**src/tdq_pkg.sv**
```systemverilog
// Shared types and codes for the timer deadline queue.
// No dependencies; used by the core, its compare unit and the checker.
package tdq_pkg;

    localparam int OPCODE_W = 2;
    localparam int STATUS_W = 2;

    localparam logic [OPCODE_W-1:0] OP_INSERT = 2'd0;
    localparam logic [OPCODE_W-1:0] OP_CANCEL = 2'd1;
    localparam logic [OPCODE_W-1:0] OP_EXPIRE = 2'd2;

    localparam logic [STATUS_W-1:0] STAT_OK        = 2'd0;
    localparam logic [STATUS_W-1:0] STAT_FULL      = 2'd1;
    localparam logic [STATUS_W-1:0] STAT_NOT_FOUND = 2'd2;

    // Result of comparing the operation key against one stored entry.
    typedef struct packed {
        logic ahead;    // key sorts ahead of the entry
        logic match;    // handles are equal
        logic due;      // entry deadline at or before key time
    } cmp_flags_t;

    typedef enum logic [6:0] {
        S_IDLE     = 7'b0000001,
        S_INS      = 7'b0000010,
        S_PLACE    = 7'b0000100,
        S_CAN      = 7'b0001000,
        S_EXP_SCAN = 7'b0010000,
        S_EXP_EMIT = 7'b0100000,
        S_RESP     = 7'b1000000
    } state_t;

endpackage

```
**src/tdq_compare.sv**
```systemverilog
// Key-versus-entry comparator of the timer deadline queue.
// Depends on tdq_pkg for cmp_flags_t.
module tdq_compare import tdq_pkg::*; #(
    parameter int TIME_BITS   = 48,
    parameter int HANDLE_BITS = 8
) (
    input  logic [TIME_BITS-1:0]   key_time,
    input  logic [HANDLE_BITS-1:0] key_handle,
    input  logic [TIME_BITS-1:0]   ent_time,
    input  logic [HANDLE_BITS-1:0] ent_handle,
    output cmp_flags_t             flags
);

    logic time_lt;
    logic time_eq;

    assign time_lt = key_time < ent_time;
    assign time_eq = key_time == ent_time;

    // ties on deadline go by ascending handle
    assign flags.ahead = time_lt || (time_eq && (key_handle < ent_handle));
    assign flags.match = key_handle == ent_handle;
    assign flags.due   = !time_lt;

endmodule

```
**src/timer_deadline_queue_core.sv**
```systemverilog
// Sorted timer queue: top level, slot memory and operation sequencer.
// Depends on tdq_pkg and tdq_compare.
//
// Usage
// - Command channel: drive opcode, time_value and timer_handle with start
//   high; the beat is taken on a clock edge where busy is low. opcode 0
//   inserts (time_value is the deadline), 1 cancels timer_handle, 2 expires
//   every timer due at or before time_value, 3 does nothing.
// - Result channel: each result beat sits on the result ports for one cycle
//   with result_valid high. The receiver cannot stall; beats come whether or
//   not anyone looks. An expire that hits n timers sends n back-to-back beats
//   in deadline order, last_result on the final one; every other case sends
//   exactly one beat with last_result high.
// - Timing: one slot read per cycle sets the pace. A no-op, a full insert or
//   an empty cancel or expire goes straight to the result. A cancel reads
//   every entry; an insert reads from the tail back to its slot, or places
//   at once into an empty queue; an expire reads from the head to the first
//   entry not due, then, if any were due, sends the beats first, then the
//   survivors move up. A single beat shows in the first cycle with busy low,
//   where the next command may already be taken.
// - Reset: rst_n clears the entry count, so the queue starts empty with no
//   memory clearing pass; slot contents are only read below the count.
module timer_deadline_queue_core import tdq_pkg::*; #(
    parameter int QUEUE_DEPTH = 32,
    parameter int TIME_BITS   = 48,
    parameter int HANDLE_BITS = 8
) (
    input  logic                   clk,
    input  logic                   rst_n,
    // command
    input  logic                   start,
    output logic                   busy,
    input  logic [OPCODE_W-1:0]    opcode,
    input  logic [TIME_BITS-1:0]   time_value,
    input  logic [HANDLE_BITS-1:0] timer_handle,
    // result
    output logic                   result_valid,
    output logic                   expired_valid,
    output logic [HANDLE_BITS-1:0] expired_handle,
    output logic                   last_result,
    output logic                   earliest_changed,
    output logic [STATUS_W-1:0]    status_code,
    output logic                   queue_empty,
    output logic [TIME_BITS-1:0]   next_deadline
);

    localparam int IDX_W = (QUEUE_DEPTH > 1) ? $clog2(QUEUE_DEPTH) : 1;
    localparam int CNT_W = $clog2(QUEUE_DEPTH + 1);
    localparam int ENT_W = TIME_BITS + HANDLE_BITS;
    localparam logic [CNT_W-1:0] DEPTH_CNT = CNT_W'(QUEUE_DEPTH);

    // ------------------------------------------------------------------
    // Slot memory: {deadline, handle} per slot, sorted, slot 0 earliest.
    // One write and one read port, read data registered.
    // ------------------------------------------------------------------
    logic [ENT_W-1:0] slot_mem [QUEUE_DEPTH];
    logic [ENT_W-1:0] rd_data_reg;
    logic [IDX_W-1:0] rd_addr;
    logic             wr_en;
    logic [IDX_W-1:0] wr_addr;
    logic [ENT_W-1:0] wr_data;

    always_ff @(posedge clk)
    begin
        if (wr_en)
        begin
            slot_mem[wr_addr] <= wr_data;
        end
        rd_data_reg <= slot_mem[rd_addr];
    end

    logic [TIME_BITS-1:0]   dat_time;
    logic [HANDLE_BITS-1:0] dat_handle;

    assign dat_time   = rd_data_reg[ENT_W-1:HANDLE_BITS];
    assign dat_handle = rd_data_reg[HANDLE_BITS-1:0];

    // ------------------------------------------------------------------
    // Sequencer state
    // ------------------------------------------------------------------
    state_t                 state_reg, state_next;
    logic [CNT_W-1:0]       count_reg, count_next;      // live entries
    logic [TIME_BITS-1:0]   head_reg, head_next;        // copy of slot 0 deadline
    logic [TIME_BITS-1:0]   key_time_reg, key_time_next;
    logic [HANDLE_BITS-1:0] key_handle_reg, key_handle_next;
    logic [CNT_W-1:0]       len_reg, len_next;          // entries at accept
    logic [CNT_W-1:0]       iss_reg, iss_next;          // read issue counter
    logic [CNT_W-1:0]       n_reg, n_next;              // expired count
    logic [IDX_W-1:0]       pos_reg, pos_next;          // insert slot
    logic                   found_reg, found_next;
    logic                   chg_reg, chg_next;
    logic [STATUS_W-1:0]    status_reg, status_next;
    logic                   rd_vld_reg;                 // rd_data_reg holds a slot
    logic [IDX_W-1:0]       rd_idx_reg;                 // ... namely this one
    logic                   issue;

    // result output registers
    logic                   out_valid_reg, out_valid_next;
    logic                   out_exp_reg, out_exp_next;
    logic [HANDLE_BITS-1:0] out_handle_reg, out_handle_next;
    logic                   out_last_reg, out_last_next;
    logic                   out_chg_reg, out_chg_next;
    logic [STATUS_W-1:0]    out_status_reg, out_status_next;
    logic                   out_empty_reg, out_empty_next;
    logic [TIME_BITS-1:0]   out_deadline_reg, out_deadline_next;

    cmp_flags_t flags;

    tdq_compare #(
        .TIME_BITS   (TIME_BITS),
        .HANDLE_BITS (HANDLE_BITS)
    ) u_compare (
        .key_time   (key_time_reg),
        .key_handle (key_handle_reg),
        .ent_time   (dat_time),
        .ent_handle (dat_handle),
        .flags      (flags)
    );

    logic             last_data;
    logic             stop_scan;
    logic [CNT_W-1:0] rd_idx_cnt;
    logic [CNT_W-1:0] n_final;

    assign rd_idx_cnt = CNT_W'(rd_idx_reg);
    assign last_data  = rd_idx_cnt == (len_reg - CNT_W'(1));
    assign n_final    = n_reg + CNT_W'(flags.due);

    always_comb
    begin
        state_next        = state_reg;
        count_next        = count_reg;
        head_next         = head_reg;
        key_time_next     = key_time_reg;
        key_handle_next   = key_handle_reg;
        len_next          = len_reg;
        iss_next          = iss_reg;
        n_next            = n_reg;
        pos_next          = pos_reg;
        found_next        = found_reg;
        chg_next          = chg_reg;
        status_next       = status_reg;
        issue             = 1'b0;
        stop_scan         = 1'b0;
        rd_addr           = iss_reg[IDX_W-1:0];
        wr_en             = 1'b0;
        wr_addr           = rd_idx_reg;
        wr_data           = rd_data_reg;
        out_valid_next    = 1'b0;
        out_exp_next      = out_exp_reg;
        out_handle_next   = out_handle_reg;
        out_last_next     = out_last_reg;
        out_chg_next      = out_chg_reg;
        out_status_next   = out_status_reg;
        out_empty_next    = out_empty_reg;
        out_deadline_next = out_deadline_reg;

        case (state_reg)
            S_IDLE:
            begin
                if (start)
                begin
                    key_time_next   = time_value;
                    key_handle_next = timer_handle;
                    len_next        = count_reg;
                    iss_next        = '0;
                    n_next          = '0;
                    pos_next        = '0;
                    found_next      = 1'b0;
                    chg_next        = 1'b0;
                    status_next     = STAT_OK;
                    case (opcode)
                        OP_INSERT:
                        begin
                            if (count_reg == DEPTH_CNT)
                            begin
                                status_next = STAT_FULL;
                                state_next  = S_RESP;
                            end
                            else
                            begin
                                // only a strictly earlier deadline counts
                                chg_next   = (count_reg == '0) || (time_value < head_reg);
                                iss_next   = count_reg;
                                state_next = (count_reg == '0) ? S_PLACE : S_INS;
                            end
                        end
                        OP_CANCEL:
                        begin
                            if (count_reg == '0)
                            begin
                                status_next = STAT_NOT_FOUND;
                                state_next  = S_RESP;
                            end
                            else
                            begin
                                state_next = S_CAN;
                            end
                        end
                        OP_EXPIRE:
                        begin
                            state_next = (count_reg == '0) ? S_RESP : S_EXP_SCAN;
                        end
                        default:
                        begin
                            state_next = S_RESP;
                        end
                    endcase
                end
            end

            // Walk down from the tail, moving each later entry up one slot.
            S_INS:
            begin
                stop_scan = rd_vld_reg && !flags.ahead;
                issue     = (iss_reg != '0) && !stop_scan;
                rd_addr   = IDX_W'(iss_reg - CNT_W'(1));
                if (issue)
                begin
                    iss_next = iss_reg - CNT_W'(1);
                end
                if (rd_vld_reg)
                begin
                    if (flags.ahead)
                    begin
                        wr_en   = 1'b1;
                        wr_addr = IDX_W'(rd_idx_cnt + CNT_W'(1));
                        if (rd_idx_reg == '0)
                        begin
                            pos_next   = '0;
                            state_next = S_PLACE;
                        end
                    end
                    else
                    begin
                        pos_next   = IDX_W'(rd_idx_cnt + CNT_W'(1));
                        state_next = S_PLACE;
                    end
                end
            end

            S_PLACE:
            begin
                wr_en      = 1'b1;
                wr_addr    = pos_reg;
                wr_data    = {key_time_reg, key_handle_reg};
                count_next = count_reg + CNT_W'(1);
                state_next = S_RESP;
            end

            // Find first matching handle, then pull the rest down one slot.
            S_CAN:
            begin
                issue = iss_reg < len_reg;
                if (issue)
                begin
                    iss_next = iss_reg + CNT_W'(1);
                end
                if (rd_vld_reg)
                begin
                    if (found_reg)
                    begin
                        wr_en   = 1'b1;
                        wr_addr = rd_idx_reg - IDX_W'(1);
                    end
                    else if (flags.match)
                    begin
                        found_next = 1'b1;
                    end
                    if (last_data)
                    begin
                        state_next = S_RESP;
                        if (found_reg || flags.match)
                        begin
                            count_next = count_reg - CNT_W'(1);
                        end
                        else
                        begin
                            status_next = STAT_NOT_FOUND;
                        end
                    end
                end
            end

            // Count due entries from the head; stops at the first later one.
            S_EXP_SCAN:
            begin
                stop_scan = rd_vld_reg && (!flags.due || last_data);
                issue     = (iss_reg < len_reg) && !stop_scan;
                if (issue)
                begin
                    iss_next = iss_reg + CNT_W'(1);
                end
                if (rd_vld_reg)
                begin
                    n_next = n_final;
                end
                if (stop_scan)
                begin
                    if (n_final == '0)
                    begin
                        state_next = S_RESP;
                    end
                    else
                    begin
                        count_next = len_reg - n_final;
                        if (!flags.due)
                        begin
                            head_next = dat_time;
                        end
                        iss_next   = '0;
                        state_next = S_EXP_EMIT;
                    end
                end
            end

            // Emit the due handles, then compact the survivors to slot 0.
            S_EXP_EMIT:
            begin
                issue = iss_reg < len_reg;
                if (issue)
                begin
                    iss_next = iss_reg + CNT_W'(1);
                end
                if (rd_vld_reg)
                begin
                    if (rd_idx_cnt < n_reg)
                    begin
                        out_valid_next    = 1'b1;
                        out_exp_next      = 1'b1;
                        out_handle_next   = dat_handle;
                        out_last_next     = rd_idx_cnt == (n_reg - CNT_W'(1));
                        out_chg_next      = 1'b0;
                        out_status_next   = STAT_OK;
                        out_empty_next    = count_reg == '0;
                        out_deadline_next = (count_reg == '0) ? '0 : head_reg;
                    end
                    else
                    begin
                        wr_en   = 1'b1;
                        wr_addr = IDX_W'(rd_idx_cnt - n_reg);
                    end
                    if (last_data)
                    begin
                        state_next = S_IDLE;
                    end
                end
            end

            S_RESP:
            begin
                out_valid_next    = 1'b1;
                out_exp_next      = 1'b0;
                out_handle_next   = '0;
                out_last_next     = 1'b1;
                out_chg_next      = chg_reg;
                out_status_next   = status_reg;
                out_empty_next    = count_reg == '0;
                out_deadline_next = (count_reg == '0) ? '0 : head_reg;
                state_next        = S_IDLE;
            end

            default:
            begin
                state_next = S_IDLE;
            end
        endcase

        // keep the head copy in step with slot 0
        if (wr_en && (wr_addr == '0))
        begin
            head_next = wr_data[ENT_W-1:HANDLE_BITS];
        end
    end

    always_ff @(posedge clk or negedge rst_n)
    begin
        if (!rst_n)
        begin
            state_reg     <= S_IDLE;
            count_reg     <= '0;
            len_reg       <= '0;
            iss_reg       <= '0;
            n_reg         <= '0;
            pos_reg       <= '0;
            found_reg     <= 1'b0;
            chg_reg       <= 1'b0;
            status_reg    <= STAT_OK;
            rd_vld_reg    <= 1'b0;
            rd_idx_reg    <= '0;
            out_valid_reg <= 1'b0;
        end
        else
        begin
            state_reg     <= state_next;
            count_reg     <= count_next;
            len_reg       <= len_next;
            iss_reg       <= iss_next;
            n_reg         <= n_next;
            pos_reg       <= pos_next;
            found_reg     <= found_next;
            chg_reg       <= chg_next;
            status_reg    <= status_next;
            rd_vld_reg    <= issue;
            rd_idx_reg    <= rd_addr;
            out_valid_reg <= out_valid_next;
        end
    end

    always_ff @(posedge clk)
    begin
        head_reg         <= head_next;
        key_time_reg     <= key_time_next;
        key_handle_reg   <= key_handle_next;
        out_exp_reg      <= out_exp_next;
        out_handle_reg   <= out_handle_next;
        out_last_reg     <= out_last_next;
        out_chg_reg      <= out_chg_next;
        out_status_reg   <= out_status_next;
        out_empty_reg    <= out_empty_next;
        out_deadline_reg <= out_deadline_next;
    end

    assign busy             = state_reg != S_IDLE;
    assign result_valid     = out_valid_reg;
    assign expired_valid    = out_exp_reg;
    assign expired_handle   = out_handle_reg;
    assign last_result      = out_last_reg;
    assign earliest_changed = out_chg_reg;
    assign status_code      = out_status_reg;
    assign queue_empty      = out_empty_reg;
    assign next_deadline    = out_deadline_reg;

endmodule

```
**config.mk**
```make
export PLATFORM = sky130hd
export DESIGN_NAME = timer_deadline_queue_core
export DESIGN_NICKNAME = d
export VERILOG_FILES = /design/src/tdq_pkg.sv /design/src/tdq_compare.sv /design/src/timer_deadline_queue_core.sv
export SDC_FILE = /design/constraint.sdc
export NUM_CORES = 2
export LEC_CHECK = 0
export ABC_AREA = 1
export BUFFER_PORTS_ARGS = -buffer_cell sky130_fd_sc_hd__buf_2
export CAP_MARGIN = 30
export CORE_MARGIN = 2
export CORE_UTILIZATION = 52
export DETAILED_ROUTE_END_ITERATION = 7
export PLACE_DENSITY_LB_ADDON = 0.15
export SETUP_SLACK_MARGIN = 0.05
export SLEW_MARGIN = 10
export SYNTH_ARGS = -nofsm -noshare
export SYNTH_HDL_FRONTEND = slang
export SYNTH_SLANG_ARGS = --single-unit
export TNS_END_PERCENT = 20
```
**constraint.sdc**
```tcl
create_clock -name clk -period 15.5 [get_ports clk]
set_input_delay 3.1 -clock clk [delete_from_list [all_inputs] [get_ports clk]]
set_output_delay 3.1 -clock clk [all_outputs]
set_load 0.02 [all_outputs]
```
==> flow_summary.ini <==
[status]
status = finished, final reports clean

[cts]
clock_latency_reported_for_the_late_side_of_the_worst_skew_pair_ns = 0.87
cts_setup_buffers = 0
ctsRootBufferMaster = clkbuf_16
clock_tree_from_tritoncts = built
post_cts.resized_instances = 0
cts-buffers-inserted = 205
ctsLongestPathBuffers = 3
htree_num_levels = 4
clock_sinks = 2061
post_cts_hold_buffer_count = 0
cts.reportedPaths.clkPinSlew_ns = 0.06

[synthesis]
postSynth.topFlopCell = edfxtp_1
ys_types = 52
synth_fp_nets = 7581
ys_top_cells_by_area = edfxtp_1 (69%), nand3_1 (10%), nand2_1 (9.8%), ha_1 (2.0%), clkbuf_1 (1.5%)
synth_edf_count = 1958
avgSynthCellArea_um2 = 11.6
synth.yosys.warnings = 0
yosysSeqAreaShare_pct = 71.4
synth_area_um2 = 85500
synth_async_sr_flop_share_pct = 2.28
synth_seq_cells = 2061
number_of_cells_produced_by_synthesis = 7383
synthDominantAreaCellType = edfxtp_1
synth_largest_type_area_fraction_pct = 68.8

[global_routing]
grt_pass1_vias = 54800
gr-total-overflow = 0
groute.usage.overall_pct = 29.3
first_pass_grt_wire_length_mm = 364
antenna_found_initial = 11
grt_start_max_net_pins = 169

[job]
drv_cap = 0

[critical_path]
worst_setup_path_end_kind = flop
timing.critical_path.arrival_ns = 7.36
critical_path_peak_fanout = 33
critPathKind = reg -> reg
worst_endpoint_required_time_ns = 15.94
worstSetupStartpointType = flop

[timing]
timing_hold_violations_final = 0
rsz0062_at_grt = false
fin_crit_ns = 6.92
timing_worst_slew_pin_value_ns = 1.03
report.final.slew_viol_count = 0
skew_ns = 0.0591
fin_tns_setup_ns = 0
fin_crit_share_pct = 44.6
max_freq_mhz = 145
max_slew_margin_pct = 31.2
setup-violations-final = 0

[final_layout]
mostFrequentLayoutCell = nand2_1
postLayoutCoreUtil_pct = 59.1
fin_area_um2 = 96300
largest_register_ffs = 1792
syn_to_final_growth_pct = 12.6
fin_nets = 7671
mostFrequentLayoutCells = nand2_1 (2240), edfxtp_1 (1958), nand3_1 (1729), inv_1 (259), clkbuf_16 (207)
post_route_cells_drive_above_1_share_pct = 9.56

[drt]
count_of_routing_violations_after_the_opening_detailed_route_iteration = 7578
drc = 0
route.vias.total = 58300
post_drt_via_cell_ratio = 5.93
ant_nets = 0
routedWlPerCell_um = 25.2
drt_first_pass_iters = 6
detail_route.wirelength_mm = 248

[power]
power_dens_cells_nw_per_um2 = 209
cellLeakagePower_nw = 35.5
irDropWorstVdd_v = 0.000166

[floorplan]
die_width_um = 410
die-area_um2 = 168000
floorplan.initialDensity_pct = 52.5
floorplan.die.height_um = 410
fp.coreArea_um2 = 163000
rows = 148
io_pins = 125

[place]
dpl.hpwl_mm = 136
gp_congestion = 0.880
placement.cell_area_um2 = 89500
placement.io_buffers = 124

[min_path]
worst_hold_path_type = reg -> reg
==> final cells by class <==
class	count	area, um2
Fill cell	13100	66700
Clock buffer	275	5570
Clock inverter	107	1020
Timing Repair Buffer	315	2610
Sequential cell	2061	61100
Antenna cell	1	2.50
Multi-Input combinational cell	4615	22200
Inverter	275	1070
Tap cell	2175	2720
==> layer usage <==
metal / share of wire [%] / GRT usage [%] / routed length, um
met2: 46 / 46.2 / 115000
met4: 2.8 / 8.84 / 6860
met1: 41 / 42.3 / 102000
met5: 0.0085 / 0 / 21
met3: 9.5 / 4.55 / 23600
==> final timing paths <==
path	startpoint	to	slack, ns	depth (start not counted)
min in group asynchronous	rst_n	state_reg[3]$_DFFE_PN0P_	2.36	2
max in group asynchronous	rst_n	rd_idx_reg[2]$_DFF_PN0_	12.68	2
worst min register to register	pos_reg[1]$_DFFE_PN0P_	pos_reg[1]$_DFFE_PN0P_	0.49	2
worst min-delay path	pos_reg[1]$_DFFE_PN0P_	pos_reg[1]$_DFFE_PN0P_	0.49	2
worst max-delay path	rd_data_reg[23]$_DFF_P_	slot_mem[20][16]$_DFFE_PP_	8.58	20
worst max register to register	rd_data_reg[23]$_DFF_P_	slot_mem[20][16]$_DFFE_PP_	8.58	20
==> kinds of logic (layout without fill, tap and decap cells) <==
family                     Yosys count  in the layout  synth area share [%]
buffers and inverters              707            972                  3.21
other                                0              1                     0
muxes                                1              1                0.0132
AOI/OAI and AO/OA                  254            254                  1.68
xor gates and xnor gates            31             31                 0.318
adders and majority gates          137            137                  2.03
DFF                               2061           2061                  71.4
and+or+nand+nor                   4192           4192                  21.3
==> metrics by stage <==
step,setup slack [ns],total power [mW],cells,hold slack (ns)
after floorplan,8.74,12.4,7383,0.442
after global placement,8.77,15.0,9402,0.460
after detailed placement,8.67,15.2,9430,0.471
after CTS,8.61,20.0,9812,0.489
after global routing,8.26,21.1,9823,0.526
final,8.58,20.1,9824,0.486
==> synthesized netlist by cell type, types with 3 or more instances <==
cell	count
inv_1	262
nor4_4	3
ha_1	134
nand3_1	1729
o21ai_1	6
o31ai_1	9
edfxtp_1	1958
o21a_1	8
o21ai_0	104
xor2_1	23
a211oi_1	3
a31oi_1	6
fa_1	3
nor2_1	117
o211ai_1	12
nor2_2	3
o41ai_1	3
a21oi_1	85
dfrtp_1	46
buf_2	66
nand3b_1	4
dfxtp_1	56
inv_2	12
nand2_1	2240
buf_1	32
xnor2_1	8
nand4_1	70
a21o_1	3
clkbuf_1	332
or2_2	3
nor3_1	13
==> power breakdown <==
group          internal (mW)  switching [mW]  total (mW)  leakage, nW
registers               7.20           0.177        7.38         18.8
logic                   2.03            5.84        7.87         13.6
clock network           2.75            2.13        4.87         3.22
total                   12.0            8.15        20.1         35.5
==> critical path, stage by stage, from the launching register on <==
cell and delay, ns:
dfxtp_1 0.61, inv_1 0.16, ha_1 0.33, nand2_1 0.09
nor3_1 0.26, nand3_1 0.10, nor2_1 0.29, nand3_1 0.11
nand2_1 0.35, inv_1 0.09, ha_1 0.27, o21ai_0 0.15
nand3b_1 0.11, nor2_2 0.13, nand2_1 0.11, nor2_4 0.43
buf_4 0.57, inv_1 0.45, nor2_4 0.65, buf_4 0.48
buf_4 0.73
(Power assumes the default switching activity.)
